### config.mk
export PLATFORM = sky130hd
export DESIGN_NAME = indexed_list_insert_remove_top
export DESIGN_NICKNAME = d
export VERILOG_FILES = /design/src/sv/ilir_pkg.sv /design/src/sv/indexed_list_insert_remove_top.sv /design/src/sv/ilir_ram.sv
export VERILOG_INCLUDE_DIRS = /design/src /design/src/sv
export SDC_FILE = /design/constraint.sdc
export NUM_CORES = 2
export LEC_CHECK = 0
export ABC_AREA = 1
export ABC_CLOCK_PERIOD_IN_PS = 5290
export CAP_MARGIN = 5
export CORE_MARGIN = 8
export CORE_UTILIZATION = 30
export CTS_CLUSTER_DIAMETER = 200
export CTS_CLUSTER_SIZE = 30
export DETAILED_ROUTE_END_ITERATION = 6
export DONT_BUFFER_PORTS = 1
export PLACE_DENSITY_LB_ADDON = 0.12
export SLEW_MARGIN = 20
export SYNTH_ARGS = -nofsm -noshare
export SYNTH_HDL_FRONTEND = slang
export SYNTH_HIERARCHICAL = 1
export SYNTH_SLANG_ARGS = --single-unit
### constraint.sdc
create_clock -name i_clk -period 5.29 [get_ports i_clk]
set_input_delay 1.058 -clock i_clk [delete_from_list [all_inputs] [get_ports i_clk]]
set_output_delay 1.058 -clock i_clk [all_outputs]
set_load 0.02 [all_outputs]
### src/sv/indexed_list_insert_remove_top_macros.svh
// ----------------------------------------------------------------------------
// indexed list assertion macros
// shared property forms for the indexed list block
// ----------------------------------------------------------------------------
`ifndef INDEXED_LIST_INSERT_REMOVE_TOP_MACROS_SVH
`define INDEXED_LIST_INSERT_REMOVE_TOP_MACROS_SVH

// same-cycle implication, checked outside reset
`define ILIR_ASSERT_SAME(label, ante, cons, msg) \
    label: assert property (@(posedge i_clk) disable iff (!i_rst_n) \
        (ante) |-> (cons)) else $error(msg);

// next-cycle implication, checked outside reset
`define ILIR_ASSERT_NEXT(label, ante, cons, msg) \
    label: assert property (@(posedge i_clk) disable iff (!i_rst_n) \
        (ante) |=> (cons)) else $error(msg);

`endif

### src/sv/ilir_pkg.sv
// ----------------------------------------------------------------------------
// ilir_pkg
// sizes, codes and state type of the indexed list block
// ----------------------------------------------------------------------------
`default_nettype none

package ilir_pkg;

    localparam int CAPACITY    = 64;
    localparam int WORD_BITS   = 32;
    localparam int KIND_BITS   = 3;
    localparam int POS_BITS    = 7;
    localparam int STATUS_BITS = 2;
    localparam int ADDR_BITS   = (CAPACITY > 1) ? $clog2(CAPACITY) : 1;
    localparam int COUNT_BITS  = $clog2(CAPACITY + 1);
    // common width for comparing positions against the count
    localparam int CMP_BITS    = (POS_BITS > COUNT_BITS) ? POS_BITS : COUNT_BITS;

    localparam logic [KIND_BITS-1:0] K_PUSH   = 3'd0;
    localparam logic [KIND_BITS-1:0] K_INSERT = 3'd1;
    localparam logic [KIND_BITS-1:0] K_SET    = 3'd2;
    localparam logic [KIND_BITS-1:0] K_POP    = 3'd3;
    localparam logic [KIND_BITS-1:0] K_REMOVE = 3'd4;
    localparam logic [KIND_BITS-1:0] K_GET    = 3'd5;

    localparam logic [STATUS_BITS-1:0] ST_OK    = 2'd0;
    localparam logic [STATUS_BITS-1:0] ST_RANGE = 2'd1;
    localparam logic [STATUS_BITS-1:0] ST_EMPTY = 2'd2;
    localparam logic [STATUS_BITS-1:0] ST_FULL  = 2'd3;

    typedef enum logic [2:0] {
        S_IDLE,
        S_FIRST,
        S_SHIFT,
        S_PLACE,
        S_DONE
    } t_state;

endpackage

`default_nettype wire

### src/sv/indexed_list_insert_remove_top.sv
// ----------------------------------------------------------------------------
// indexed_list_insert_remove_top
// ordered word list in a ram with push, insert, set, pop, remove and get
// ----------------------------------------------------------------------------
//  channel   direction  handshake                 payload
//  request   in         i_in_valid / o_in_stall   i_kind, i_position, i_word_in
//  response  out        o_out_valid / i_out_stall o_word_out, o_status,
//                                                 o_entries_used
//
//  push, set, an insert at the end and every failed request go straight to
//  the done state; pop and get first pass through a ram read state
//  insert and remove shift one entry per cycle through the single ram
//  write port
//  a new request is taken once the previous one has reached the response
//  register, even while that response is stalled
//  synchronous active-low reset empties the list and stalls the request side;
//  the ram is not cleared
// ----------------------------------------------------------------------------
`default_nettype none

module indexed_list_insert_remove_top
    import ilir_pkg::*;
(
    input  wire logic                   i_clk,
    input  wire logic                   i_rst_n,
    input  wire logic                   i_in_valid,
    output logic                        o_in_stall,
    input  wire logic [KIND_BITS-1:0]   i_kind,
    input  wire logic [POS_BITS-1:0]    i_position,
    input  wire logic [WORD_BITS-1:0]   i_word_in,
    output logic                        o_out_valid,
    input  wire logic                   i_out_stall,
    output logic [WORD_BITS-1:0]        o_word_out,
    output logic [STATUS_BITS-1:0]      o_status,
    output logic [COUNT_BITS-1:0]       o_entries_used
);

    t_state                 r_state, n_state;
    logic [KIND_BITS-1:0]   r_kind;
    logic [POS_BITS-1:0]    r_pos;
    logic [WORD_BITS-1:0]   r_word;
    logic [COUNT_BITS-1:0]  r_count, n_count;
    logic [ADDR_BITS-1:0]   r_dst, n_dst;
    logic [WORD_BITS-1:0]   r_res_word, n_res_word;
    logic [STATUS_BITS-1:0] r_res_status, n_res_status;
    logic                   r_out_valid;
    logic [WORD_BITS-1:0]   r_out_word;
    logic [STATUS_BITS-1:0] r_out_status;
    logic [COUNT_BITS-1:0]  r_out_count;

    logic                   in_acc;
    logic                   out_free;
    logic [STATUS_BITS-1:0] chk_status;
    logic [CMP_BITS-1:0]    in_pos_ext;
    logic [CMP_BITS-1:0]    cnt_ext;
    logic [CMP_BITS-1:0]    r_pos_ext;
    logic [CMP_BITS-1:0]    dst_ext;
    logic                   rm_first_more;
    logic                   rm_more;
    logic                   ins_more;

    logic                   wr_en;
    logic [ADDR_BITS-1:0]   wr_addr;
    logic [WORD_BITS-1:0]   wr_data;
    logic                   rd_en;
    logic [ADDR_BITS-1:0]   rd_addr;
    logic [WORD_BITS-1:0]   rd_data;

    ilir_ram #(
        .WIDTH (WORD_BITS),
        .DEPTH (CAPACITY)
    ) u_store (
        .i_clk     (i_clk),
        .i_wr_en   (wr_en),
        .i_wr_addr (wr_addr),
        .i_wr_data (wr_data),
        .i_rd_en   (rd_en),
        .i_rd_addr (rd_addr),
        .o_rd_data (rd_data)
    );

    assign o_in_stall = !i_rst_n || (r_state != S_IDLE);
    assign in_acc     = i_in_valid && !o_in_stall;
    assign out_free   = !r_out_valid || !i_out_stall;

    assign in_pos_ext = CMP_BITS'(i_position);
    assign cnt_ext    = CMP_BITS'(r_count);
    assign r_pos_ext  = CMP_BITS'(r_pos);
    assign dst_ext    = CMP_BITS'(r_dst);

    // remove: entries above the hole still to move down
    assign rm_first_more = (r_pos_ext + CMP_BITS'(1)) < cnt_ext;
    assign rm_more       = (dst_ext + CMP_BITS'(2)) < cnt_ext;
    // insert: entries above the gap still to move up
    assign ins_more      = dst_ext > (r_pos_ext + CMP_BITS'(1));

    always_comb begin
        chk_status = ST_OK;
        case (i_kind)
            K_PUSH: begin
                if (r_count == COUNT_BITS'(CAPACITY)) chk_status = ST_FULL;
            end
            K_INSERT: begin
                if (in_pos_ext > cnt_ext) chk_status = ST_RANGE;
                else if (r_count == COUNT_BITS'(CAPACITY)) chk_status = ST_FULL;
            end
            K_SET, K_GET: begin
                if (in_pos_ext >= cnt_ext) chk_status = ST_RANGE;
            end
            K_POP: begin
                if (r_count == '0) chk_status = ST_EMPTY;
            end
            K_REMOVE: begin
                if (r_count == '0) chk_status = ST_EMPTY;
                else if (in_pos_ext >= cnt_ext) chk_status = ST_RANGE;
            end
            default: chk_status = ST_OK;
        endcase
    end

    // next state
    always_comb begin
        n_state = r_state;
        case (r_state)
            S_IDLE: begin
                if (in_acc) begin
                    if (chk_status != ST_OK) begin
                        n_state = S_DONE;
                    end else begin
                        case (i_kind)
                            K_POP, K_GET, K_REMOVE: n_state = S_FIRST;
                            K_INSERT: n_state = (in_pos_ext == cnt_ext) ? S_DONE : S_SHIFT;
                            default: n_state = S_DONE;
                        endcase
                    end
                end
            end
            S_FIRST: begin
                n_state = (r_kind == K_REMOVE && rm_first_more) ? S_SHIFT : S_DONE;
            end
            S_SHIFT: begin
                if (r_kind == K_INSERT) n_state = ins_more ? S_SHIFT : S_PLACE;
                else n_state = rm_more ? S_SHIFT : S_DONE;
            end
            S_PLACE: n_state = S_DONE;
            S_DONE: begin
                if (out_free) n_state = S_IDLE;
            end
            default: n_state = S_IDLE;
        endcase
    end

    // ram accesses, count and result
    always_comb begin
        n_count      = r_count;
        n_dst        = r_dst;
        n_res_word   = r_res_word;
        n_res_status = r_res_status;
        wr_en        = 1'b0;
        wr_addr      = r_dst;
        wr_data      = rd_data;
        rd_en        = 1'b0;
        rd_addr      = ADDR_BITS'(r_pos);
        case (r_state)
            S_IDLE: begin
                if (in_acc) begin
                    n_res_status = chk_status;
                    n_res_word   = '0;
                    if (chk_status == ST_OK) begin
                        case (i_kind)
                            K_PUSH: begin
                                wr_en   = 1'b1;
                                wr_addr = ADDR_BITS'(r_count);
                                wr_data = i_word_in;
                                n_count = r_count + COUNT_BITS'(1);
                            end
                            K_SET: begin
                                wr_en   = 1'b1;
                                wr_addr = ADDR_BITS'(i_position);
                                wr_data = i_word_in;
                            end
                            K_GET, K_REMOVE: begin
                                rd_en   = 1'b1;
                                rd_addr = ADDR_BITS'(i_position);
                            end
                            K_POP: begin
                                rd_en   = 1'b1;
                                rd_addr = ADDR_BITS'(r_count - COUNT_BITS'(1));
                                n_count = r_count - COUNT_BITS'(1);
                            end
                            K_INSERT: begin
                                if (in_pos_ext == cnt_ext) begin
                                    wr_en   = 1'b1;
                                    wr_addr = ADDR_BITS'(r_count);
                                    wr_data = i_word_in;
                                    n_count = r_count + COUNT_BITS'(1);
                                end else begin
                                    rd_en   = 1'b1;
                                    rd_addr = ADDR_BITS'(r_count - COUNT_BITS'(1));
                                    n_dst   = ADDR_BITS'(r_count);
                                end
                            end
                            default: n_res_word = '0;
                        endcase
                    end
                end
            end
            S_FIRST: begin
                n_res_word = rd_data;
                if (r_kind == K_REMOVE) begin
                    if (rm_first_more) begin
                        rd_en   = 1'b1;
                        rd_addr = ADDR_BITS'(r_pos_ext + CMP_BITS'(1));
                        n_dst   = ADDR_BITS'(r_pos);
                    end else begin
                        n_count = r_count - COUNT_BITS'(1);
                    end
                end
            end
            S_SHIFT: begin
                wr_en = 1'b1;
                if (r_kind == K_INSERT) begin
                    if (ins_more) begin
                        rd_en   = 1'b1;
                        rd_addr = ADDR_BITS'(dst_ext - CMP_BITS'(2));
                        n_dst   = ADDR_BITS'(dst_ext - CMP_BITS'(1));
                    end
                end else begin
                    if (rm_more) begin
                        rd_en   = 1'b1;
                        rd_addr = ADDR_BITS'(dst_ext + CMP_BITS'(2));
                        n_dst   = ADDR_BITS'(dst_ext + CMP_BITS'(1));
                    end else begin
                        n_count = r_count - COUNT_BITS'(1);
                    end
                end
            end
            S_PLACE: begin
                wr_en   = 1'b1;
                wr_addr = ADDR_BITS'(r_pos);
                wr_data = r_word;
                n_count = r_count + COUNT_BITS'(1);
            end
            S_DONE: begin
                n_count = r_count;
            end
            default: n_count = r_count;
        endcase
    end

    always_ff @(posedge i_clk) begin
        if (!i_rst_n) begin
            r_state     <= S_IDLE;
            r_count     <= '0;
            r_out_valid <= 1'b0;
        end else begin
            r_state <= n_state;
            r_count <= n_count;
            if (r_state == S_DONE && out_free) begin
                r_out_valid <= 1'b1;
            end else if (!i_out_stall) begin
                r_out_valid <= 1'b0;
            end
        end
    end

    always_ff @(posedge i_clk) begin
        if (in_acc) begin
            r_kind <= i_kind;
            r_pos  <= i_position;
            r_word <= i_word_in;
        end
        r_dst        <= n_dst;
        r_res_word   <= n_res_word;
        r_res_status <= n_res_status;
        if (r_state == S_DONE && out_free) begin
            r_out_word   <= r_res_word;
            r_out_status <= r_res_status;
            r_out_count  <= r_count;
        end
    end

    assign o_out_valid    = r_out_valid;
    assign o_word_out     = r_out_word;
    assign o_status       = r_out_status;
    assign o_entries_used = r_out_count;

    `include "indexed_list_insert_remove_top_macros.svh"

    `ILIR_ASSERT_SAME(a_count_in_range, 1'b1,
        r_count <= COUNT_BITS'(CAPACITY), "count over capacity")

    `ILIR_ASSERT_NEXT(a_count_step, 1'b1,
        (r_count == $past(r_count)) ||
        (r_count == $past(r_count) + COUNT_BITS'(1)) ||
        (r_count == $past(r_count) - COUNT_BITS'(1)),
        "count moved by more than one")

    `ILIR_ASSERT_SAME(a_shift_writes, r_state == S_SHIFT, wr_en, "shift cycle without ram write")

    `ILIR_ASSERT_NEXT(a_done_delivers, r_state == S_DONE && out_free,
        o_out_valid && r_state == S_IDLE, "finished transaction not presented")

    `ILIR_ASSERT_SAME(a_failed_word_zero, r_state == S_DONE && r_res_status != ST_OK,
        r_res_word == '0, "failed transaction returns a word")

endmodule

`default_nettype wire

### src/sv/ilir_ram.sv
// ----------------------------------------------------------------------------
// ilir_ram
// generic simple dual-port ram, one write and one registered read per cycle
// ----------------------------------------------------------------------------
`default_nettype none

module ilir_ram #(
    parameter int WIDTH = 32,
    parameter int DEPTH = 64
) (
    input  wire logic                                     i_clk,
    input  wire logic                                     i_wr_en,
    input  wire logic [((DEPTH > 1) ? $clog2(DEPTH) : 1)-1:0] i_wr_addr,
    input  wire logic [WIDTH-1:0]                         i_wr_data,
    input  wire logic                                     i_rd_en,
    input  wire logic [((DEPTH > 1) ? $clog2(DEPTH) : 1)-1:0] i_rd_addr,
    output logic      [WIDTH-1:0]                         o_rd_data
);

    logic [WIDTH-1:0] r_mem [DEPTH];

    always_ff @(posedge i_clk) begin
        if (i_wr_en) begin
            r_mem[i_wr_addr] <= i_wr_data;
        end
        if (i_rd_en) begin
            o_rd_data <= r_mem[i_rd_addr];
        end
    end

endmodule

`default_nettype wire

* Word-level counts from Yosys, hierarchy flattened
Memories as Yosys holds them, arrays and structs flattened. A register that Yosys moved wholly into a read port is not among the register bits.
Cells that the tools add are included.
** Operators by class
- Add/sub/neg operators :: 7
- Order comparisons :: 5
- Equal/unequal tests :: 28
- Muxes and demuxes :: 76
- Reductions and logical operators :: 28
** Operators by type and width (number)
- 32-bit case mux with 2 select lines :: 3
- 32-bit 2-to-1 mux :: 4
- 6-bit 2-to-1 mux :: 20
- 6-bit case mux with 3 select lines :: 4
- 7-bit 2-to-1 mux :: 7
- 7-bit case mux with 4 select lines :: 1
- 3-bit 2-to-1 mux :: 7
- 7-bit case mux with 3 select lines :: 1
- 2-bit inequality test, second input constant :: 9
- 9-bit AND reduction :: 2
- 1-bit 2-to-1 mux :: 17
- 3-bit case mux with 5 select lines :: 1
- 7-bit by 1-bit adder with 7-bit output, second input constant :: 2
- 7-bit < comparator :: 2
- 3-bit by 2-bit == test with 1-bit output, second input constant :: 4
- 3-bit == test, second input constant :: 4
- 6-bit case mux with 2 select lines :: 1
- 2-bit case mux with 5 select lines :: 1
- 3-bit by 1-bit == test with 1-bit output, second input constant :: 3
- 3-bit inequality test, second input constant :: 3
- 2-bit 2-to-1 mux :: 4
- 2-bit OR reduction :: 4
- 6-bit by 2-bit adder with 7-bit output, second input constant :: 1
- 7-bit == test :: 1
- 24 further kinds :: 38
** Word-level totals
- Register bits :: 134
- RAM bits :: 2048
- Input port bits :: 46
- Output and inout bits :: 43
- Word-level logic and storage cells :: 157
- Memories kept :: 1
** Memories
- u_store.r_mem :: depth 64, width 32, rd ports 1, clocked after memory_dff 1, write ports 1, RTL line ilir_ram.sv:20 : logic [WIDTH-1:0] r_mem [DEPTH];

* Logic depth before layout (Yosys ltp)
- Depth in word-level cells :: 10
- Mapped depth :: 32
- Gate-level depth less buffers :: 28

* Cells and area by module
Netlist, hierarchy kept.
** By module, submodules not included
- ilir_ram :: instances 1, cells an instance 6785, area each 83106.0 um^2, sequential area each 62459.9 um^2
- indexed_list_insert_remove_top :: instances 1, cells an instance 927, area each 8016.4 um^2, sequential area each 3913.8 um^2

* Worst setup path after synthesis
No wires, ideal clock.
- Path kind :: input-to-reg
- Start :: in i_position[6]
- End :: mem u_store.r_mem[48][0], enable pin
- Library setup time :: 0.461 ns
- Arrival time :: 5.199 ns
- Data required time :: 4.829 ns
- Slack :: -0.370 ns
- Stages on the path :: 17
- Path buffers :: 2
- Cell sequence :: ha_1 nand2_1 nor2_2 nand2_1 nand2_1 inv_1 nand2_1 nand3_2 nor2_2 nand3_2 buf_6 buf_6 nand3_1 nand4_1 inv_1 nand2_1 nor3_1
** Between the ends
- Elaborated cells between the ends (all ways) :: 20
- Classes of those cells :: order compare (2); eq/ne (1); mux (16); reduce/logical (1)
** RTL lines
- start, declared :: RTL line indexed_list_insert_remove_top.sv:29 : input wire logic [POS_BITS-1:0] i_position,
- 7-bit >= comparator :: RTL line indexed_list_insert_remove_top.sv:108, indexed_list_insert_remove_top.sv:115
- 1-bit 2-to-1 mux :: RTL line indexed_list_insert_remove_top.sv:108, indexed_list_insert_remove_top.sv:115
- 2-bit 2-to-1 mux :: RTL line indexed_list_insert_remove_top.sv:114 : if (r_count == '0) chk_status = ST_EMPTY;
- 2-bit case mux with 5 select lines * :: RTL line indexed_list_insert_remove_top.sv:99 : case (i_kind)
- via chk_status[0] :: RTL line indexed_list_insert_remove_top.sv:53 : logic [STATUS_BITS-1:0] chk_status;
- 2-bit zero test * :: RTL line indexed_list_insert_remove_top.sv:169 : if (chk_status == ST_OK) begin
- 6-bit 2-to-1 mux * :: RTL line indexed_list_insert_remove_top.sv:169
- 6-bit 2-to-1 mux * :: RTL line indexed_list_insert_remove_top.sv:166 : if (in_acc) begin
- 6-bit case mux with 2 select lines * :: RTL line indexed_list_insert_remove_top.sv:164 : case (r_state)
- via wr_addr[3] :: RTL line indexed_list_insert_remove_top.sv:63 : logic [ADDR_BITS-1:0] wr_addr;
- end, declared :: RTL line ilir_ram.sv:20
Mark *: on every way through the listed nets, which the timed path passes. The rest lies on a longest branch.

* Worst setup path in the final report
- Start :: reg r_pos[0]
- End :: reg u_store.o_rd_data[29], read port of u_store.r_mem, data pin
** Between the ends
- Word-level cells in the longest chain between the ends :: 5
- Elaborated cells between the ends (all ways) :: 18
- Classes of those cells :: add/sub (1); order compare (2); mux (15)
** Ends and longest elaborated chain
- start, declared :: RTL line indexed_list_insert_remove_top.sv:40 : logic [POS_BITS-1:0] r_pos;
- start signal, assigned :: RTL line indexed_list_insert_remove_top.sv:270 : r_pos <= i_position;
- 7-bit by 1-bit adder with 7-bit output or 6-bit 2-to-1 mux (tied branches) :: RTL line indexed_list_insert_remove_top.sv:213, indexed_list_insert_remove_top.sv:192
- 6-bit by 7-bit > comparator with 1-bit output, or another cell as far along :: RTL line indexed_list_insert_remove_top.sv:95 : assign ins_more = dst_ext > (r_pos_ext + CMP_BITS'(1));
- 6-bit 2-to-1 mux, on equally long branches :: RTL line indexed_list_insert_remove_top.sv:223, indexed_list_insert_remove_top.sv:169, indexed_list_insert_remove_top.sv:211
- 6-bit 2-to-1 mux, on equally long branches :: RTL line indexed_list_insert_remove_top.sv:222, indexed_list_insert_remove_top.sv:166, indexed_list_insert_remove_top.sv:210
- 6-bit case mux with 3 select lines * :: RTL line indexed_list_insert_remove_top.sv:164
- via rd_addr[0] :: RTL line indexed_list_insert_remove_top.sv:66 : logic [ADDR_BITS-1:0] rd_addr;
- end, declared :: RTL line ilir_ram.sv:17 : output logic [WIDTH-1:0] o_rd_data
Marks and branches as above.
A chain may end at the register's enable or synchronous reset.

==> qor.yml <==
status:
  status: "completed"
synth:
  synth_seq_cells: 2214
  async_flop_share_pct: 0
  synth-main-ff-cell: "edfxtp_1"
  synth_edf_count: 2203
  netlist_area_um2: 91100
  yosysTopAreaCellShare_pct: 72.6
  synthesis.nets: 7793
  ys_warn_count: 6
  synthTopCellsByArea: "edfxtp_1 (73%), nand3_1 (11%), nand2_1 (10%)"
  synth_top_area_cell: "edfxtp_1"
  synth_cells: 7712
  synth_cell_type_count: 46
  avgSynthCellArea_um2: 11.8
  yosysSeqAreaShare_pct: 72.8
critical_path:
  path_delay_family: "simple AND/OR/NAND/NOR gates"
  crit_top_cell: "nand2_1"
  path_buf_inv: 5
  regToRegStartpoint: "r_pos[0]"
  cp_data_required_time_ns: 5.79
  critPathMaxStageDelay_ns: 0.44
  end_kind: "flip-flop"
  crit_start: "r_pos[0]"
  crit_arrival_ns: 5.54
  crit_path_top_delay_cell: "edfxtp_1"
  path_class: "reg2reg"
  start_kind: "flip-flop"
  crit_path_max_fanout: 27
timing:
  tightest_slew_ns: 1.15
  fin_hold_ws_ns: 0.344
  timing.final.max_slew_violations: 0
  hold_viol: 0
  fin_tns_setup_ns: 0
  fin_crit_sh_pct: 95.2
  setup_viol_count_final: 0
  rsz0062_at_grt: "no"
  fmaxAchievable_mhz: 198
  finClkSkew_ns: 0.0531
  fin_crit_ns: 5.04
  slew_headroom_pct: 23.2
placement:
  dp.cells: 11700
  gp_congestion: 0.865
  port_buffers: 0
  hpwl_mm: 195
  place_area_um2: 100000
run:
  max-cap-violations: 0
grt:
  overflow: 0
  grt_usage_pct: 19.4
  antenna_found_initial: 25
  grt_max_degree: 84
  grt_pass1_wl_mm: 457
  grt_pass1_vias: 58500
clock_network:
  hold_buffers: 0
  clkSlewWorstSetupHoldPaths_ns: 0.14
  clk_latency_ns: 0.80
  cts_tree: "yes"
  cts_max_path_buffers: 3
  cts-buffers-inserted: 83
  root_buffer: "clkbuf_16"
  clkSinkCount: 2214
  ctsHtreeMaxLevel: 3
die:
  die_w_um: 567
  initial_core_util_pct: 30.1
  ios: 89
  fp.coreArea_um2: 303000
  fp.dieH_um: 567
  std_cell_rows: 202
  fp.dieArea_um2: 322000
detailed_routing:
  drc: 0
  drt_iter0_markers: 6203
  vias_per_cell: 5.12
  num_vias: 60500
  post_drt_wl_per_cell_um: 27.5
  wl_mm: 325
  final_antenna_net_count: 0
  firstDrtPassIters: 5
finish:
  instances_no_fill: 11800
  final_layout_size_suffix_gt1_share_pct: 9.22
  stdcell_area_um2: 103000
  n_fill_cell: 29800
  syn2layout_area_growth_pct: 12.6
  layout.nets: 7881
hold_path:
  min_path_type: "in2reg"
  hold_start: "i_position[6]"
pwr:
  p_leak_nw: 35.5
  pwr_density_cell_nw_per_um2: 412
  ir_drop_v: 0.000284
## cell type report
type / count / area (µm²) / share of cell area, %
Timing Repair inverter: 1 / 11.3 / 0.0110
Sequential cell: 2214 / 66400 / 64.7
Clock buffer: 101 / 2190 / 2.13
Timing Repair Buffer: 490 / 5940 / 5.79
Multi-Input combinational cell: 4863 / 22400 / 21.8
Inverter: 147 / 611 / 0.595
Clock inverter: 6 / 67.6 / 0.0658
Tap cell: 3978 / 4980 / 4.85
Antenna cell: 20 / 50.0 / 0.0488
## sequential cells by signal, summed over array words and instances, names as in the netlist
signal	cells
cnt_ext	7
o_entries_used	7
o_out_valid	1
o_status	2
o_word_out	32
r_dst	6
r_kind	3
r_pos	7
r_res_status	2
r_res_word	32
r_state	3
r_word	32
u_store/o_rd_data	32
u_store/r_mem	2048
## power breakdown
group	leakage, nW	switching (W)	total (W)	internal (W)
registers	20.0	0.000182	0.0208	0.0206
clock network	1.10	0.00541	0.00839	0.00299
logic	14.5	0.00952	0.0131	0.00357
## cells in the final DEF, fill, tap and decap left out, types with 20 or more instances in the layout
cell | synthesis | final
nand2_1 | 2437 | 2430
edfxtp_1 | 2203 | 2203
nand3_1 | 2023 | 2004
buf_4 | 44 | 308
buf_12 | 0 | 172
inv_1 | 134 | 131
clkbuf_16 | 0 | 88
nand4_1 | 83 | 83
nor2_1 | 145 | 81
nor2_4 | 6 | 68
ha_1 | 34 | 34
diode_2 | 0 | 20
## worst register-to-register path, delay by kind of cell, from the launching register on
family	cells	cell delay (ns)
AND/OR/NAND/NOR	16	2.23
buffers and inverters	5	0.99
adder cells (fa/ha/maj)	2	0.56
AO/OA/AOI/OAI	3	0.53
flip-flops	1	0.44
## metrics by stage
step                setup slack (ns)  util [%]  total power (W)
floorplan                     -0.370         -           0.0278
global placement              -0.155      33.1           0.0342
detailed placement            -0.132      33.1           0.0342
CTS                           0.0381      33.8           0.0426
global route                 0.00537      33.9           0.0441
finish                         0.251      33.9           0.0423
## cell usage after synthesis, types with 2 or more instances
| cell type | number |
|---|---|
| nand3_1 | 2023 |
| a21oi_2 | 2 |
| edfxtp_1 | 2203 |
| dfxtp_1 | 11 |
| o221ai_1 | 3 |
| a21oi_1 | 20 |
| nand2_2 | 8 |
| ha_1 | 34 |
| buf_1 | 63 |
| clkinv_1 | 4 |
| buf_4 | 44 |
| buf_2 | 255 |
| nand2_4 | 2 |
| nor3_1 | 17 |
| buf_6 | 21 |
| o21ai_0 | 20 |
| nand3_2 | 2 |
| nor2_1 | 145 |
| nand2_1 | 2437 |
| xor2_1 | 15 |
| inv_2 | 7 |
| nand4_1 | 83 |
| xnor2_1 | 2 |
| clkbuf_1 | 105 |
| a31oi_1 | 2 |
| nor2_2 | 8 |
| o21a_1 | 3 |
| nor2_4 | 6 |
| nand3b_1 | 2 |
| inv_1 | 134 |
| o22ai_1 | 16 |
## what timing repair did
action / 4_1_cts / 5_1_grt
endpoints found under the setup margin: 7 / 27
endpoints found under the hold margin: 0 / 0
gates cloned: 0 / 4
gates resized for setup: 4 / 31
buffers inserted: 3 / 4
pin swaps: 0 / 0
## layer usage
layer	up-vias	wire length [µm]	global-route usage [%]
li1	27400	-	-
met1	31200	153000	28.7
met2	1674	149000	31.3
met3	228	15400	1.70
met4	4	7000	4.18
met5	-	24	0
## cells by family (layout without fill, tap and decap cells)
| kind of cell | after synthesis | in the layout | synth area share, % |
|---|---|---|---|
| AO/OA/AOI/OAI | 75 | 75 | 0.493 |
| AND/OR/NAND/NOR | 4736 | 4736 | 22.7 |
| buffers and inverters | 635 | 745 | 3.32 |
| flip-flops | 2214 | 2214 | 72.8 |
| other | 0 | 20 | 0 |
| adder cells (fa/ha/maj) | 35 | 35 | 0.489 |
| XOR/XNOR | 17 | 17 | 0.163 |
## path summary, 6_finish.rpt
path	depth (start not counted)	slack [ns]	to
worst max-delay path	26	0.25	u_store/o_rd_data[29]
worst min-delay path	0	0.34	r_pos[6]
worst max register to register	26	0.25	u_store/o_rd_data[29]
worst min register to register	0	0.40	o_status[0]
(Power assumes the default switching activity.)
